## config.mk

```make
export PLATFORM = sky130hd
export DESIGN_NAME = modular_string_hash_unit
export DESIGN_NICKNAME = d
export VERILOG_FILES = /design/src/hw/rtl/msh_pkg.sv /design/src/hw/rtl/msh_ctrl.sv /design/src/hw/rtl/msh_datapath.sv /design/src/hw/rtl/modular_string_hash_unit.sv
export SDC_FILE = /design/constraint.sdc
export NUM_CORES = 1
export LEC_CHECK = 0
export BUFFER_PORTS_ARGS = -buffer_cell sky130_fd_sc_hd__buf_2
export CAP_MARGIN = 10
export CORE_MARGIN = 2
export CORE_UTILIZATION = 50
export DETAILED_ROUTE_END_ITERATION = 16
export GPL_ROUTABILITY_DRIVEN = 1
export PLACE_DENSITY = 0.67
export SETUP_SLACK_MARGIN = 0.4
export SYNTH_ARGS = -nofsm -noshare
export SYNTH_HDL_FRONTEND = slang
export SYNTH_HIERARCHICAL = 1
export SYNTH_SLANG_ARGS = --single-unit
```

## constraint.sdc

```tcl
create_clock -name aclk -period 5.65 [get_ports aclk]
set_input_delay 1.13 -clock aclk [delete_from_list [all_inputs] [get_ports aclk]]
set_output_delay 1.13 -clock aclk [all_outputs]
set_load 0.005 [all_outputs]
```

## src/hw/rtl/msh_pkg.sv

```systemverilog
// msh_pkg: shared types, register indexes and constants for the modular string hash unit
// no dependencies; used by msh_ctrl, msh_datapath and modular_string_hash_unit

package msh_pkg;

    localparam int HASH_W  = 24;
    localparam int LEN_W   = 16;
    localparam int BYTE_W  = 8;
    localparam int SHQ_W   = 32;
    localparam int CNT_W   = 6;
    localparam int CFG_IDX_W = 8;

    // register indexes on the config port
    localparam logic [CFG_IDX_W-1:0] REG_REQUESTED_SIZE = 8'd0;
    localparam logic [CFG_IDX_W-1:0] REG_PATH_MODE      = 8'd1;

    // reduction step counts: short path shifts in the seven low byte bits,
    // long path shifts in the whole 32-bit product
    localparam logic [CNT_W-1:0] FAST_STEPS = 6'd7;
    localparam logic [CNT_W-1:0] SLOW_STEPS = 6'd32;

    localparam logic [HASH_W-1:0] RESET_SIZE = 24'd65521;

    localparam logic [BYTE_W-1:0] CHAR_SLASH     = 8'h2F;
    localparam logic [BYTE_W-1:0] CHAR_BACKSLASH = 8'h5C;
    localparam logic [BYTE_W-1:0] CHAR_LOWER_A   = 8'h61;
    localparam logic [BYTE_W-1:0] CHAR_LOWER_Z   = 8'h7A;
    localparam logic [BYTE_W-1:0] CASE_OFFSET    = 8'h20;
    localparam logic [BYTE_W-1:0] CHAR_NUL       = 8'h00;

    localparam int PRIME_COUNT = 13;
    localparam logic [HASH_W-1:0] PRIME_LIST [PRIME_COUNT] = '{
        24'd101, 24'd1009, 24'd7919, 24'd8191, 24'd10039, 24'd16381, 24'd17389,
        24'd32749, 24'd65521, 24'd100003, 24'd131071, 24'd500009, 24'd1000003
    };

    typedef struct packed {
        logic capture;
        logic load_fast;
        logic load_slow;
        logic correct;
        logic shift;
        logic push;
    } cmd_t;

    typedef struct packed {
        logic counts;
        logic last;
        logic hash_lt_mod;
        logic mod_zero;
    } sts_t;

    // smallest listed prime not below the request; zero gives zero, large requests pass through
    function automatic logic [HASH_W-1:0] round_size(input logic [HASH_W-1:0] req);
        logic [HASH_W-1:0] m;
        m = req;
        for (int k = PRIME_COUNT - 1; k >= 0; k--) begin
            if (req <= PRIME_LIST[k]) begin
                m = PRIME_LIST[k];
            end
        end
        if (req == '0) begin
            m = '0;
        end
        return m;
    endfunction

endpackage

```

## src/hw/rtl/msh_ctrl.sv

```systemverilog
// msh_ctrl: sequencer for the string hash unit, drives the datapath by command struct
// depends on msh_pkg (cmd_t, sts_t, step counts)

module msh_ctrl (
    input  logic          aclk,
    input  logic          aresetn,
    input  logic          s_valid,
    output logic          s_ready,
    output logic          m_valid,
    input  logic          m_ready,
    output msh_pkg::cmd_t cmd,
    input  msh_pkg::sts_t sts
);

    typedef enum logic [2:0] {
        ST_IDLE,
        ST_DECIDE,
        ST_CORRECT,
        ST_SHIFT,
        ST_FINISH
    } state_t;

    state_t                        state_reg;
    logic [msh_pkg::CNT_W-1:0]     cnt_reg;
    logic                          m_valid_reg;
    logic                          out_blocked;

    assign out_blocked = m_valid_reg && !m_ready;
    assign s_ready     = (state_reg == ST_IDLE);
    assign m_valid     = m_valid_reg;

    always_comb begin
        cmd = '0;
        unique case (state_reg)
            ST_IDLE: begin
                cmd.capture = s_valid;
            end
            ST_DECIDE: begin
                if (sts.counts && !sts.mod_zero) begin
                    cmd.load_fast = sts.hash_lt_mod;
                    cmd.load_slow = !sts.hash_lt_mod;
                end
            end
            ST_CORRECT: begin
                cmd.correct = 1'b1;
            end
            ST_SHIFT: begin
                cmd.shift = 1'b1;
            end
            ST_FINISH: begin
                cmd.push = sts.last && !out_blocked;
            end
            default: begin
                cmd = '0;
            end
        endcase
    end

    always_ff @(posedge aclk) begin
        if (!aresetn) begin
            state_reg   <= ST_IDLE;
            cnt_reg     <= '0;
            m_valid_reg <= 1'b0;
        end else begin
            m_valid_reg <= cmd.push || out_blocked;
            unique case (state_reg)
                ST_IDLE: begin
                    if (s_valid) begin
                        state_reg <= ST_DECIDE;
                    end
                end
                ST_DECIDE: begin
                    if (cmd.load_fast) begin
                        cnt_reg   <= msh_pkg::FAST_STEPS;
                        state_reg <= ST_CORRECT;
                    end else if (cmd.load_slow) begin
                        cnt_reg   <= msh_pkg::SLOW_STEPS;
                        state_reg <= ST_SHIFT;
                    end else begin
                        state_reg <= ST_FINISH;
                    end
                end
                ST_CORRECT: begin
                    state_reg <= ST_SHIFT;
                end
                ST_SHIFT: begin
                    cnt_reg <= cnt_reg - 1'b1;
                    if (cnt_reg == 6'd1) begin
                        state_reg <= ST_FINISH;
                    end
                end
                ST_FINISH: begin
                    if (!sts.last || !out_blocked) begin
                        state_reg <= ST_IDLE;
                    end
                end
                default: begin
                    state_reg <= ST_IDLE;
                end
            endcase
        end
    end

    // a waiting result is never overwritten
    a_no_overwrite: assert property (@(posedge aclk) disable iff (!aresetn)
        cmd.push |-> !out_blocked)
        else $error("result pushed over an untaken result");

    // the step counter never runs out inside the shift loop
    a_shift_count: assert property (@(posedge aclk) disable iff (!aresetn)
        (state_reg == ST_SHIFT) |-> (cnt_reg != '0))
        else $error("shift state with empty step counter");

    // an accepted transfer always goes to the decide step
    a_accept_decide: assert property (@(posedge aclk) disable iff (!aresetn)
        (s_valid && s_ready) |=> (state_reg == ST_DECIDE))
        else $error("accepted transfer not followed by decide");

    // a result appears only out of the finish step
    a_push_finish: assert property (@(posedge aclk) disable iff (!aresetn)
        cmd.push |-> (state_reg == ST_FINISH) && sts.last)
        else $error("push outside finish of a last byte");

endmodule

```

## src/hw/rtl/msh_datapath.sv

```systemverilog
// msh_datapath: config registers, string state, byte filter and restoring modulo reducer
// depends on msh_pkg (cmd_t, sts_t, round_size, character constants)

module msh_datapath #(
    parameter int MAX_SPAN = 1024
) (
    input  logic                            aclk,
    input  logic                            aresetn,
    input  logic                            cfg_valid,
    input  logic [msh_pkg::CFG_IDX_W-1:0]   cfg_index,
    input  logic [msh_pkg::HASH_W-1:0]      cfg_data,
    input  logic [msh_pkg::BYTE_W-1:0]      s_byte_value,
    input  logic [msh_pkg::LEN_W-1:0]       s_string_length,
    input  logic                            s_first_byte,
    input  logic                            s_last_byte,
    input  msh_pkg::cmd_t                   cmd,
    output msh_pkg::sts_t                   sts,
    output logic [msh_pkg::HASH_W-1:0]      m_bucket_index
);

    localparam logic [msh_pkg::LEN_W-1:0] SPAN = msh_pkg::LEN_W'(MAX_SPAN);

    logic [msh_pkg::HASH_W-1:0] modulus_reg;
    logic                       mode_reg;
    logic [msh_pkg::LEN_W-1:0]  seed_len_reg,  seed_len_next;
    logic [msh_pkg::LEN_W-1:0]  pos_reg,       pos_next;
    logic                       stopped_reg,   stopped_next;
    logic [msh_pkg::HASH_W-1:0] hash_reg,      hash_next;
    logic [msh_pkg::SHQ_W-1:0]  shq_reg,       shq_next;
    logic [msh_pkg::BYTE_W-1:0] ch_reg,        ch_next;
    logic                       count_reg,     count_next;
    logic                       last_reg,      last_next;
    logic [msh_pkg::HASH_W-1:0] bucket_reg;

    logic [msh_pkg::LEN_W-1:0]  len_eff, pos_eff, span_start, len_cap;
    logic                       stop_eff, in_range, counts_c, stop_c;
    logic [msh_pkg::BYTE_W-1:0] ch_map;
    logic [msh_pkg::HASH_W:0]   step_opnd, step_diff;
    logic                       step_ge;
    logic [msh_pkg::HASH_W-1:0] step_red;

    // config writes
    always_ff @(posedge aclk) begin
        if (!aresetn) begin
            modulus_reg <= msh_pkg::round_size(msh_pkg::RESET_SIZE);
            mode_reg    <= 1'b0;
        end else if (cfg_valid) begin
            unique case (cfg_index)
                msh_pkg::REG_REQUESTED_SIZE: begin
                    modulus_reg <= msh_pkg::round_size(cfg_data);
                end
                msh_pkg::REG_PATH_MODE: begin
                    mode_reg <= cfg_data[0];
                end
                default: begin
                end
            endcase
        end
    end

    // byte filter on the incoming item
    always_comb begin
        len_eff    = s_first_byte ? s_string_length : seed_len_reg;
        pos_eff    = s_first_byte ? '0 : pos_reg;
        stop_eff   = s_first_byte ? 1'b0 : stopped_reg;
        span_start = (len_eff > SPAN) ? len_eff - SPAN : '0;
        len_cap    = (len_eff > SPAN) ? SPAN : len_eff;
        in_range   = !stop_eff && (pos_eff < len_cap);
        if (mode_reg) begin
            counts_c = in_range && (s_byte_value != msh_pkg::CHAR_NUL);
            stop_c   = stop_eff || (in_range && (s_byte_value == msh_pkg::CHAR_NUL));
        end else begin
            counts_c = (pos_eff < len_eff) && (pos_eff >= span_start);
            stop_c   = stop_eff;
        end
        ch_map = s_byte_value;
        if (mode_reg) begin
            if (s_byte_value == msh_pkg::CHAR_SLASH) begin
                ch_map = msh_pkg::CHAR_BACKSLASH;
            end else if (s_byte_value >= msh_pkg::CHAR_LOWER_A &&
                         s_byte_value <= msh_pkg::CHAR_LOWER_Z) begin
                ch_map = s_byte_value - msh_pkg::CASE_OFFSET;
            end
        end
    end

    // one restoring step, shared by the correction and shift steps
    always_comb begin
        step_opnd = cmd.shift ? {hash_reg, shq_reg[msh_pkg::SHQ_W-1]} : {1'b0, hash_reg};
        step_ge   = step_opnd >= {1'b0, modulus_reg};
        step_diff = step_opnd - {1'b0, modulus_reg};
        step_red  = step_ge ? step_diff[msh_pkg::HASH_W-1:0]
                            : step_opnd[msh_pkg::HASH_W-1:0];
    end

    always_comb begin
        seed_len_next = seed_len_reg;
        pos_next      = pos_reg;
        stopped_next  = stopped_reg;
        hash_next     = hash_reg;
        shq_next      = shq_reg;
        ch_next       = ch_reg;
        count_next    = count_reg;
        last_next     = last_reg;
        if (cmd.capture) begin
            seed_len_next = len_eff;
            pos_next      = (pos_eff == '1) ? pos_eff : pos_eff + 1'b1;
            stopped_next  = stop_c;
            hash_next     = s_first_byte ? msh_pkg::HASH_W'(s_string_length) : hash_reg;
            ch_next       = ch_map;
            count_next    = counts_c;
            last_next     = s_last_byte;
        end else if (cmd.load_fast) begin
            // hash below modulus: hash plus the top byte bit is at most the modulus
            hash_next = hash_reg + msh_pkg::HASH_W'(ch_reg[msh_pkg::BYTE_W-1]);
            shq_next  = {ch_reg[msh_pkg::BYTE_W-2:0], (msh_pkg::SHQ_W-msh_pkg::BYTE_W+1)'(0)};
        end else if (cmd.load_slow) begin
            hash_next = '0;
            shq_next  = msh_pkg::SHQ_W'({hash_reg, 7'd0}) + msh_pkg::SHQ_W'(ch_reg);
        end else if (cmd.correct) begin
            hash_next = step_red;
        end else if (cmd.shift) begin
            hash_next = step_red;
            shq_next  = {shq_reg[msh_pkg::SHQ_W-2:0], 1'b0};
        end
    end

    always_ff @(posedge aclk) begin
        if (!aresetn) begin
            seed_len_reg <= '0;
            pos_reg      <= '0;
            stopped_reg  <= 1'b0;
            hash_reg     <= '0;
            count_reg    <= 1'b0;
            last_reg     <= 1'b0;
        end else begin
            seed_len_reg <= seed_len_next;
            pos_reg      <= pos_next;
            stopped_reg  <= stopped_next;
            hash_reg     <= hash_next;
            count_reg    <= count_next;
            last_reg     <= last_next;
        end
    end

    always_ff @(posedge aclk) begin
        shq_reg <= shq_next;
        ch_reg  <= ch_next;
        if (cmd.push) begin
            bucket_reg <= (modulus_reg == '0) ? '0 : hash_reg;
        end
    end

    assign sts.counts      = count_reg;
    assign sts.last        = last_reg;
    assign sts.hash_lt_mod = hash_reg < modulus_reg;
    assign sts.mod_zero    = (modulus_reg == '0);
    assign m_bucket_index  = bucket_reg;

endmodule

```

## src/hw/rtl/modular_string_hash_unit.sv

```systemverilog
// modular_string_hash_unit: one string byte per transfer, shift-add hash modulo a prime size
// a byte that is not hashed goes from decide straight to finish; when the hash is below the
// modulus it takes a load, one correction and seven restoring steps, 32 restoring steps when not;
// the result is registered out of the finish step; one item at a time, no new byte is accepted
// before the unit is back in idle; a last byte waits in its finish step while an earlier result is untaken
// reset (aresetn, synchronous): hash state cleared, size 65521, unix path mode, no result

module modular_string_hash_unit #(
    parameter int MAX_SPAN = 1024
) (
    input  logic                            aclk,
    input  logic                            aresetn,
    input  logic                            cfg_valid,
    output logic                            cfg_ready,
    input  logic [msh_pkg::CFG_IDX_W-1:0]   cfg_index,
    input  logic [msh_pkg::HASH_W-1:0]      cfg_data,
    input  logic                            s_valid,
    output logic                            s_ready,
    input  logic [msh_pkg::BYTE_W-1:0]      s_byte_value,
    input  logic [msh_pkg::LEN_W-1:0]       s_string_length,
    input  logic                            s_first_byte,
    input  logic                            s_last_byte,
    output logic                            m_valid,
    input  logic                            m_ready,
    output logic [msh_pkg::HASH_W-1:0]      m_bucket_index
);

    msh_pkg::cmd_t cmd;
    msh_pkg::sts_t sts;

    assign cfg_ready = 1'b1;

    msh_ctrl u_ctrl (
        .aclk    (aclk),
        .aresetn (aresetn),
        .s_valid (s_valid),
        .s_ready (s_ready),
        .m_valid (m_valid),
        .m_ready (m_ready),
        .cmd     (cmd),
        .sts     (sts)
    );

    msh_datapath #(
        .MAX_SPAN (MAX_SPAN)
    ) u_datapath (
        .aclk            (aclk),
        .aresetn         (aresetn),
        .cfg_valid       (cfg_valid),
        .cfg_index       (cfg_index),
        .cfg_data        (cfg_data),
        .s_byte_value    (s_byte_value),
        .s_string_length (s_string_length),
        .s_first_byte    (s_first_byte),
        .s_last_byte     (s_last_byte),
        .cmd             (cmd),
        .sts             (sts),
        .m_bucket_index  (m_bucket_index)
    );

endmodule
```

==> results_dict.tcl, run 1 <==
set metrics [dict create \
    endpoint_kind "register" \
    use_met2 0.4292 \
    cp_num_buf_inv 2 \
    post_synth_xor_area_fraction 0.03665 \
    finalCoreUtilization 0.5568 \
    tritoncts_clock_tree "built" \
    synthArstFlopShare 0 \
    skew_ns 0.01517 \
    viasPerCell 6.074 \
    routed_wire_length_per_instance_um 19.11 \
    worstSetupStartpointType "register" \
    yosys.area_share.simple 0.2289 \
    std_cell_rows 57 \
    grt_use_met1 0.3989 \
    globalRouteMet3Util 0.03766 \
    largest_register_ff_count 32 \
    run_status "finished clean" \
    via_count 11310 \
    timing.hold.worst.class "reg -> reg" \
    power.density_cell_area_nw_per_um2 200.1 \
    grt_start_max_net_pins 60 \
    final_period_minus_worst_setup_slack_ns 4.850 \
    yosysUniqueCellTypes 78 \
    num-nets-final 1690 \
    ctsHtreeMaxLevel 4 \
    clock_sink_count 158 \
    fp.coreArea_um2 24110 \
    place.port_buffers 88 \
    total_routed_wirelength_mm 35.58 \
    ys.warnings.count 6 \
    routing_layer_with_the_top_usage_in_global_route "met2" \
    synthDominantAreaCellType "sky130_fd_sc_hd__edfxtp_1" \
    worst_ir_drop_vdd_uv 172.1 \
    syn-instance-count 1480 \
    max_slew.worst_pin.slew_ns 0.8357 \
    clock_latency_on_the_worst_skew_pair_ns 0.44 \
    synth_adder_area_share 0.1053 \
    remaining_number_of_nets_flagged_by_the_antenna_check_after_routing 0 \
    ffs_latches_synth 158 \
    post_synthesis_sequential_area_ratio 0.3121 \
    crit_path_cell_trace "nand3b_4, inv_1, buf_4, mux2_2, ha_1, a21o_1, a31oi_1, a21oi_1, o21bai_1, a21o_1, nand2_1, a311oi_1, o21ai_0" \
    grt_antenna_before_repair 0 \
    fillerInstances 2376 \
    worstSetupPathType "reg -> reg" \
    layout-area-overhead-vs-synth_pct 10.14 \
    worst_path_largest_cell_delay_ns 0.62 \
    final-instance-count-excl-fill 1862 \
    synthMostInstantiatedCell "sky130_fd_sc_hd__nand2_1" \
    cp_common_cell "sky130_fd_sc_hd__a21o_1" \
    first_iter_violations 924 \
    drc 0 \
    cts_made_buffers 17 \
    totalPowerFinal_uw 2686 \
    cellLeakagePower_uw 0.005554 \
    cts-root-buf "sky130_fd_sc_hd__clkbuf_16" \
    hpwlAfterDp_mm 26.91 \
    synth-compound-area-share 0.2172 \
    place_inst 1830 \
    slowest_stage "sky130_fd_sc_hd__a21o_1" \
    max_clock_freq_ghz 0.2062 \
    gp_congestion 0.9450 \
    number_of_synthesized_flops_with_an_enable_pin 64 \
    antenna-diode-count 0 \
    cp.required_ns 5.96 \
    grt_pass1_wl_mm 57.20 \
    post_synth_instance_area_um2 12190 \
    post_cts_resized 0 \
    vias_in_the_first_global_route 10640 \
    synth.top_cells.by_area "sky130_fd_sc_hd__edfxtp_1 16%, sky130_fd_sc_hd__dfxtp_1 15%, sky130_fd_sc_hd__ha_1 10%, sky130_fd_sc_hd__nand2_1 5.4%, sky130_fd_sc_hd__a21oi_1 4.6%" \
    final.setup.tns_ns 0 \
    cap_viol_max_count 0 \
    whs_ns 0.4551 \
    postCtsSetupBuffers 0 \
    period_share 0.8585 \
    drt-pass1-iter-count 6 \
    final_setup_violation_count 0 \
    cp_top_family "compound AO/OA/AOI/OAI gates" \
    clk_pin_slew_ns 0.07 \
    floorplan.die.width_um 160.1 \
    grt_setup_unrepaired "false" \
    syn-mean-instance-area_um2 8.234 \
    fp.dieH_um 160.1 \
    global_route.usage.total 0.2789 \
    start_util 0.5056 \
    global_route.overflow_total 0 \
    hold_violations 0 \
    io_pins 90 \
    synth_top_family_by_area "simple AND/OR/NAND/NOR gates" \
    crit_arrival_ns 5.17 \
    slew_violations 0 \
    synth_mux_area_frac 0.05082 \
    slew-limit-headroom 0.4429 \
    synth_largest_type_area_fraction 0.1577 \
    path_max_fanout 30 \
    post_route_cells_drive_above_1_share 0.1313 \
    clk_path_buf_depth 2 \
    design.die.area_um2 25640 \
    ys_top_cells_by_count "176 x sky130_fd_sc_hd__nand2_1, 115 x sky130_fd_sc_hd__nor2_1, 113 x sky130_fd_sc_hd__a21oi_1, 101 x sky130_fd_sc_hd__ha_1, 94 x sky130_fd_sc_hd__dfxtp_1" \
    number_of_hold_buffers_added_after_cts 0 \
    dominantRegCellSynth "sky130_fd_sc_hd__dfxtp_1" \
]
path summary, 6_finish.rpt:
check,from,slack (ns),end,cells past startpoint
min reg2reg,u_ctrl/cnt_reg[4],0.46,u_ctrl/cnt_reg[4],1
max,u_ctrl/state_reg[1],0.80,u_datapath/hash_reg[21],13
min,u_ctrl/cnt_reg[4],0.46,u_ctrl/cnt_reg[4],1
max reg2reg,u_ctrl/state_reg[1],0.80,u_datapath/hash_reg[21],13
cell families (layout without fill, tap and decap cells):
kind of cell	Yosys count	count (layout)
compound gates	406	406
xor+xnor	51	51
fa+ha+maj	102	102
buf+inv	146	201
flops	158	158
mux	58	58
other cells	2	5
simple gates	557	557
placed cells by master (no fill, tap or decap), types with 18 or more instances in the layout:
master and instances:
sky130_fd_sc_hd__edfxtp_1 64, sky130_fd_sc_hd__nand2_1 176, sky130_fd_sc_hd__xnor2_1 33, sky130_fd_sc_hd__xor2_1 18
sky130_fd_sc_hd__ha_1 101, sky130_fd_sc_hd__a21oi_1 112, sky130_fd_sc_hd__and3_1 20, sky130_fd_sc_hd__buf_2 88
sky130_fd_sc_hd__o21ai_0 87, sky130_fd_sc_hd__nand3_1 50, sky130_fd_sc_hd__nor3_1 25, sky130_fd_sc_hd__o21a_1 21
sky130_fd_sc_hd__nor2_1 113, sky130_fd_sc_hd__buf_4 22, sky130_fd_sc_hd__nor2b_1 52, sky130_fd_sc_hd__dfxtp_1 94
sky130_fd_sc_hd__inv_1 58, sky130_fd_sc_hd__a21o_1 41, sky130_fd_sc_hd__mux2i_1 27, sky130_fd_sc_hd__mux2_2 31
sky130_fd_sc_hd__nand4_1 21
layout make-up:
cell class / instances / area [um2] / share of cell area
clock buffer: 19 / 432.9 / 0.03225
clock inverter: 13 / 127.6 / 0.009508
inverter: 59 / 221.5 / 0.01650
multi-input combinational: 1179 / 7826 / 0.5831
sequential: 158 / 3804 / 0.2834
tap: 324 / 405.4 / 0.03020
timing repair buffer: 110 / 605.6 / 0.04512
metal layers:
layer	vias up	part of all wire	wire, um
li1	5502	-	-
met4	0	0.031	1113
met5	-	0	0
met3	71	0.074	2650
met1	5283	0.45	16180
met2	454	0.44	15630
stage by stage:
| step | setup slack, ns | cell area (um2) |
|---|---|---|
| 2_1_floorplan | 1.070 | 12200 |
| 3_3_place_gp | 0.9538 | 12860 |
| 3_5_place_dp | 0.9049 | 12860 |
| 4_1_cts | 0.8588 | 13420 |
| 5_1_grt | 0.4525 | 13420 |
| 6_report | 0.7995 | 13420 |
where the power goes:
part           total, uW  leakage, uW  internal (uW)  switching, uW
Sequential          1230      0.00136           1200           34.0
Clock               1120     0.000273            617            503
Combinational        331      0.00392            131            201
Total               2690      0.00555           1950            737
Power figures use the tool's default switching activity.
==> inputs of run 2 (changes only) <==
Settings changed: REMOVE_ABC_BUFFERS from default to 1.
==> run 2 against run 1 <==
Compared with the run above:
- first-iteration DRC count is 16% higher
- flip-flop and latch count stayed put
- final cell count hardly changed
- setup slack better by 0.053 ns
- maximum frequency is 1.1% higher
- register-to-register slack better by 0.05 ns
- die area stayed put
- largest power group unchanged
==> results_dict.tcl, run 2 (same netlist as run 1, synthesis figures left out) <==
set metrics [dict create \
    timing.reg2reg.setup_slack_ns 0.85 \
    grt_setup_unrepaired "false" \
    timing.final.ws_setup_ns 0.8522 \
    viasPerCell 6.104 \
    slowest_stage "sky130_fd_sc_hd__dfxtp_1" \
    start_util 0.5056 \
    path_max_fanout 17 \
    placement.setup.worst_slack_ns 0.9908 \
    hpwlAfterDp_mm 27.43 \
    finalCoreUtilization 0.5594 \
    layout-area-overhead-vs-synth_pct 10.66 \
    place_inst 1828 \
    cp_common_cell "sky130_fd_sc_hd__nor2_1" \
    whs_endpoint "u_ctrl/cnt_reg[4]" \
    io_pins 90 \
    grt_start_max_net_pins 60 \
    final-instance-count-excl-fill 1863 \
    first_iter_violations 1072 \
    timing.hold.worst.class "reg -> reg" \
    ff2ff_path_depth 13 \
    global_route.overflow_total 0 \
    crit_path_cell_trace "nand3b_4, inv_1, buf_4, mux2_2, ha_1, nand3_1, nor2_1, nand4_1, o31ai_1, a21o_1, nor2_1, or3b_2, a21oi_1" \
    critical_path.reg2reg.startpoint "u_ctrl/state_reg[1]" \
    hold_path.startpoint "u_ctrl/cnt_reg[4]" \
    drt-pass1-iter-count 5 \
    hold-path-cell-count 1 \
    final_setup_violation_count 0 \
    clk_path_buf_depth 2 \
    cellLeakagePower_uw 0.005575 \
    hold_violations 0 \
    remaining_number_of_nets_flagged_by_the_antenna_check_after_routing 0 \
    worst_path_largest_cell_delay_ns 0.59 \
    clk_pin_slew_ns 0.08 \
    post_route_cells_drive_above_1_share 0.1327 \
    number_of_hold_buffers_added_after_cts 0 \
    run_status "finished clean" \
    skew_ns 0.01083 \
    grt_pass1_wl_mm 58.45 \
    num-nets-final 1689 \
    cp.required_ns 6.02 \
    largest_register_ff_count 32 \
    grt_antenna_before_repair 2 \
    clock_sink_count 158 \
    cp_top_family "simple AND/OR/NAND/NOR gates" \
    endpoint_kind "register" \
    max_clock_freq_ghz 0.2084 \
    totalPowerFinal_uw 2760 \
    slew_violations 0 \
    cap_viol_max_count 0 \
    vias_in_the_first_global_route 10820 \
    crit_arrival_ns 5.17 \
    design.die.area_um2 25640 \
    std_cell_rows 57 \
    ctsHtreeMaxLevel 4 \
    power.density_cell_area_nw_per_um2 204.6 \
    highest_count_cells_in_the_layout_ignoring_fill_and_taps "176 x sky130_fd_sc_hd__nand2_1, 113 x sky130_fd_sc_hd__nor2_1, 112 x sky130_fd_sc_hd__a21oi_1" \
    worstSetupStartpointType "register" \
    worst_ir_drop_vdd_uv 166.5 \
    via_count 11370 \
    cp_num_buf_inv 2 \
    slew-limit-headroom 0.2638 \
    total_routed_wirelength_mm 36.57 \
    routed_wire_length_per_instance_um 19.63 \
    postCtsSetupBuffers 0 \
    max_slew.worst_pin.slew_ns 1.102 \
    final.setup.tns_ns 0 \
    global_route.usage.total 0.2858 \
    floorplan.die.width_um 160.1 \
    period_share 0.8492 \
    fp.coreArea_um2 24110 \
    capture_point_of_the_worst_reg_to_reg_path "u_datapath/hash_reg[11]" \
    cts-root-buf "sky130_fd_sc_hd__clkbuf_16" \
    final_period_minus_worst_setup_slack_ns 4.798 \
    worstSetupPathType "reg -> reg" \
    mostFrequentLayoutCell "sky130_fd_sc_hd__nand2_1" \
    cts_made_buffers 17 \
    clock_latency_on_the_worst_skew_pair_ns 0.44 \
    gp_congestion 0.9405 \
    fp.dieH_um 160.1 \
    place.port_buffers 88 \
    drc 0 \
    post_cts_resized 0 \
    tritoncts_clock_tree "built" \
]
[run 2: changes by cell type in the layout (fill, tap and decap cells not counted), sizes merged]
cell    delta
inv        +2
buf        -1
clkbuf     -2
diode      +2
[run 2: worst max-delay path by stage]
stage | startpoint | to | cells past startpoint
floorplan | u_datapath/modulus_reg[9] | u_datapath/shq_reg[0] | 13
global placement | u_ctrl/state_reg[1] | u_datapath/hash_reg[11] | 13
detailed placement | s_first_byte | u_datapath/count_reg | 15
CTS | u_ctrl/state_reg[1] | u_datapath/hash_reg[11] | 13
global route | u_ctrl/state_reg[1] | u_datapath/hash_reg[21] | 12
finish | u_ctrl/state_reg[1] | u_datapath/hash_reg[11] | 13
[run 2: report_power, final]
part           total [uW]  internal [uW]  switching, uW  leakage (uW)
logic                 331            130            201       0.00392
clock network        1200            640            555      0.000298
registers            1230           1200           32.5       0.00136
[run 2: cell type report]
class	instances	area (um2)
clock buffer	17	425.4
antenna	2	5.005
tap	324	405.4
timing repair buffer	109	601.8
inverter	59	221.5
fill	2282	10620
multi-input combinational	1179	7834
clock inverter	15	188.9
sequential	158	3804
[run 2: per-layer routing]
metal / track usage / up-vias / wire length [um] / part of all wire
met4: 0.09705 / 2 / 1007 / 0.028
met1: 0.3850 / 5354 / 16280 / 0.45
met2: 0.4604 / 441 / 16680 / 0.46
li1: - / 5509 / - / -
met5: 0 / - / 11 / 0.00030
met3: 0.05558 / 66 / 2591 / 0.071
[run 2: through the flow]
stage / hold slack (ns) / instance area [um2]
6_report: 0.4558 / 13490
5_1_grt: 0.4890 / 13480
4_1_cts: 0.4572 / 13470
3_5_place_dp: 0.4481 / 12850
3_3_place_gp: 0.4425 / 12850
2_1_floorplan: 0.4227 / 11830
==> inputs of run 3 (changes only) <==
Settings changed: PLACE_DENSITY 0.67 to 0.7.
Clock period 5.65 ns to 3.87 ns, I/O delays scaled along.
==> run 3 against run 2 <==
Compared with the run above:
- global-route usage is essentially flat
- cell area grew 9.3%
- die area is the same
- final cell count grew 4.3%
- setup slack lost 0.39 ns
- total power grew 51%
- clock power grew 52%
- via count grew 5.7%
- sequential power grew 46%
- largest power group is now clock
- highest routed layer is now met4
==> results_dict.tcl, run 3 (same netlist as run 1, synthesis figures left out) <==
set metrics [dict create \
    ff_latch_area_um2 3809 \
    slew_violations 0 \
    std_cell_rows 57 \
    multiInputGateArea_um2 8335 \
    timing.final.ws_setup_ns 0.4643 \
    cp.required_ns 4.19 \
    drt-pass1-iter-count 6 \
    max_slew.worst_pin.slew_ns 1.202 \
    start_util 0.5056 \
    total_routed_wirelength_mm 37.76 \
    global_route.usage.total 0.2862 \
    whs_endpoint "u_ctrl/cnt_reg[4]" \
    floorplan.die.width_um 160.1 \
    path_max_fanout 11 \
    totalPowerFinal_uw 4180 \
    io_pins 90 \
    place.port_buffers 88 \
    critical_path.reg2reg.startpoint "u_ctrl/state_reg[2]" \
    fp.dieH_um 160.1 \
    clock_latency_on_the_worst_skew_pair_ns 0.43 \
    antenna-diode-count 0 \
    layout-area-overhead-vs-synth_pct 20.89 \
    slew-limit-headroom 0.1960 \
    grt_antenna_before_repair 2 \
    largest_register_ff_count 32 \
    clk_path_buf_depth 2 \
    grt_pass1_wl_mm 59.03 \
    via_count 12020 \
    worstSetupStartpointType "register" \
    hold-path-cell-count 1 \
    remaining_number_of_nets_flagged_by_the_antenna_check_after_routing 0 \
    endpoint_kind "register" \
    fillerInstances 2129 \
    timing.hold.worst.class "reg -> reg" \
    vias_in_the_first_global_route 11220 \
    crit_path_cell_trace "nand3b_4, inv_8, clkbuf_16, mux2_2, ha_2, nand3_2, nor2_4, nand4_1, o31ai_4, a21o_1, buf_12, o21ai_0, a21o_1, a221oi_1" \
    fp.coreArea_um2 24110 \
    max_clock_freq_ghz 0.2936 \
    viasPerCell 6.185 \
    hpwlAfterDp_mm 27.61 \
    clk_pin_slew_ns 0.07 \
    tritoncts_clock_tree "built" \
    crit_arrival_ns 3.72 \
    capture_point_of_the_worst_reg_to_reg_path "u_datapath/hash_reg[13]" \
    cellLeakagePower_uw 0.006045 \
    cp_common_cell "sky130_fd_sc_hd__a21o_1" \
    run_status "finished clean" \
    worst_ir_drop_vdd_uv 292.5 \
    number_of_hold_buffers_added_after_cts 0 \
    design.die.area_um2 25640 \
    cts_made_buffers 17 \
    period_share 0.8800 \
    grt_setup_unrepaired "true" \
    num-nets-final 1772 \
    placement.setup.worst_slack_ns -0.09541 \
    drc 0 \
    cap_viol_max_count 0 \
    skew_ns 0.01027 \
    first_iter_violations 1263 \
    timing.reg2reg.setup_slack_ns 0.46 \
    hold_path.startpoint "u_ctrl/cnt_reg[4]" \
    clock_sink_count 158 \
    global_route.overflow_total 0 \
    worstSetupPathType "reg -> reg" \
    ff2ff_path_depth 14 \
    mostFrequentLayoutCell "sky130_fd_sc_hd__nand2_1" \
    ctsHtreeMaxLevel 4 \
    final_setup_violation_count 0 \
    routed_wire_length_per_instance_um 19.42 \
    grt_start_max_net_pins 49 \
    slowest_stage "sky130_fd_sc_hd__ha_2" \
    cts-root-buf "sky130_fd_sc_hd__clkbuf_16" \
    power.density_cell_area_nw_per_um2 283.7 \
    gp_congestion 0.9318 \
    worst_path_largest_cell_delay_ns 0.39 \
    hold_violations 0 \
    highest_count_cells_in_the_layout_ignoring_fill_and_taps "175 x sky130_fd_sc_hd__nand2_1, 108 x sky130_fd_sc_hd__nor2_1, 102 x sky130_fd_sc_hd__a21oi_1" \
    final_period_minus_worst_setup_slack_ns 3.406 \
    post_route_cells_drive_above_1_share 0.2235 \
]
==> run 3: cell types whose count changed in the layout (fill, tap and decap cells not counted), moves of 5 or more <==
cell,change
sky130_fd_sc_hd__buf_4,+73
sky130_fd_sc_hd__ha_1,-16
sky130_fd_sc_hd__a21oi_1,-10
sky130_fd_sc_hd__o21ai_0,-9
sky130_fd_sc_hd__ha_2,+8
sky130_fd_sc_hd__ha_4,+8
sky130_fd_sc_hd__o21ai_1,+8
sky130_fd_sc_hd__a21oi_2,+6
sky130_fd_sc_hd__nor2_1,-5
==> run 3: timing repair <==
item / 4_1_cts / 5_1_grt
pin swaps: 4 / 23
gates cloned: 1 / 2
setup buffers: 3 / 12
endpoints found under the hold margin: 0 / 0
endpoints found under the setup margin: 26 / 47
gates resized for setup: 21 / 98
==> run 3: critical path: cells and delay by family, from the launching register on <==
kind	cells	cell delay, ns
AO/OA/AOI/OAI	5	1.05
adder cells (fa/ha/maj)	1	0.39
buffers and inverters	3	0.41
flip-flops	1	0.31
multiplexers	1	0.36
AND/OR/NAND/NOR	4	0.76
==> run 3: worst max path at each step <==
stage | slack, ns | cells past startpoint | to | from
after floorplan | -2.50 | 13 | u_datapath/shq_reg[0] | u_datapath/modulus_reg[9]
after global placement | -0.12 | 15 | u_datapath/count_reg | s_string_length[6]
after detailed placement | -0.1 | 15 | u_datapath/stopped_reg | s_string_length[6]
after CTS | 0.37 | 14 | u_datapath/hash_reg[6] | u_ctrl/state_reg[2]
after global routing | 0.33 | 13 | u_datapath/hash_reg[9] | u_datapath/modulus_reg[22]
final | 0.46 | 14 | u_datapath/hash_reg[13] | u_ctrl/state_reg[2]
==> run 3: layout make-up <==
cell class | count | area share
multi-input cells | 1179 | 0.5658
flip-flops and latches | 158 | 0.2585
repair buffers | 192 | 0.09002
clock buffers | 17 | 0.02887
well taps | 324 | 0.02752
inverters | 59 | 0.01580
clock inverters | 15 | 0.01350
==> run 3: report_power, final <==
part / internal (uW) / switching (uW)
Sequential: 1750 / 34.9
Clock: 1040 / 777
Combinational: 246 / 330
==> run 3: metrics by stage <==
step / area (um2) / TNS (ns) / hold slack, ns / cells / util
final: 14730 / 0 / 0.4521 / 1944 / 0.6112
after global routing: 14730 / 0 / 0.4760 / 1944 / 0.6112
after CTS: 14170 / 0 / 0.4527 / 1930 / 0.5879
after detailed placement: 13400 / -0.1904 / 0.4436 / 1894 / 0.5559
after global placement: 13400 / -0.1665 / 0.4435 / 1894 / 0.5559
after floorplan: 11830 / -126.02 / 0.4227 / 1396 / -
==> run 3: metal layers <==
layer  GRT usage  routed length, um
met1      0.4074              17080
met2      0.4461              16780
met3     0.03974               2859
met4     0.09787               1037
met5           0                  0
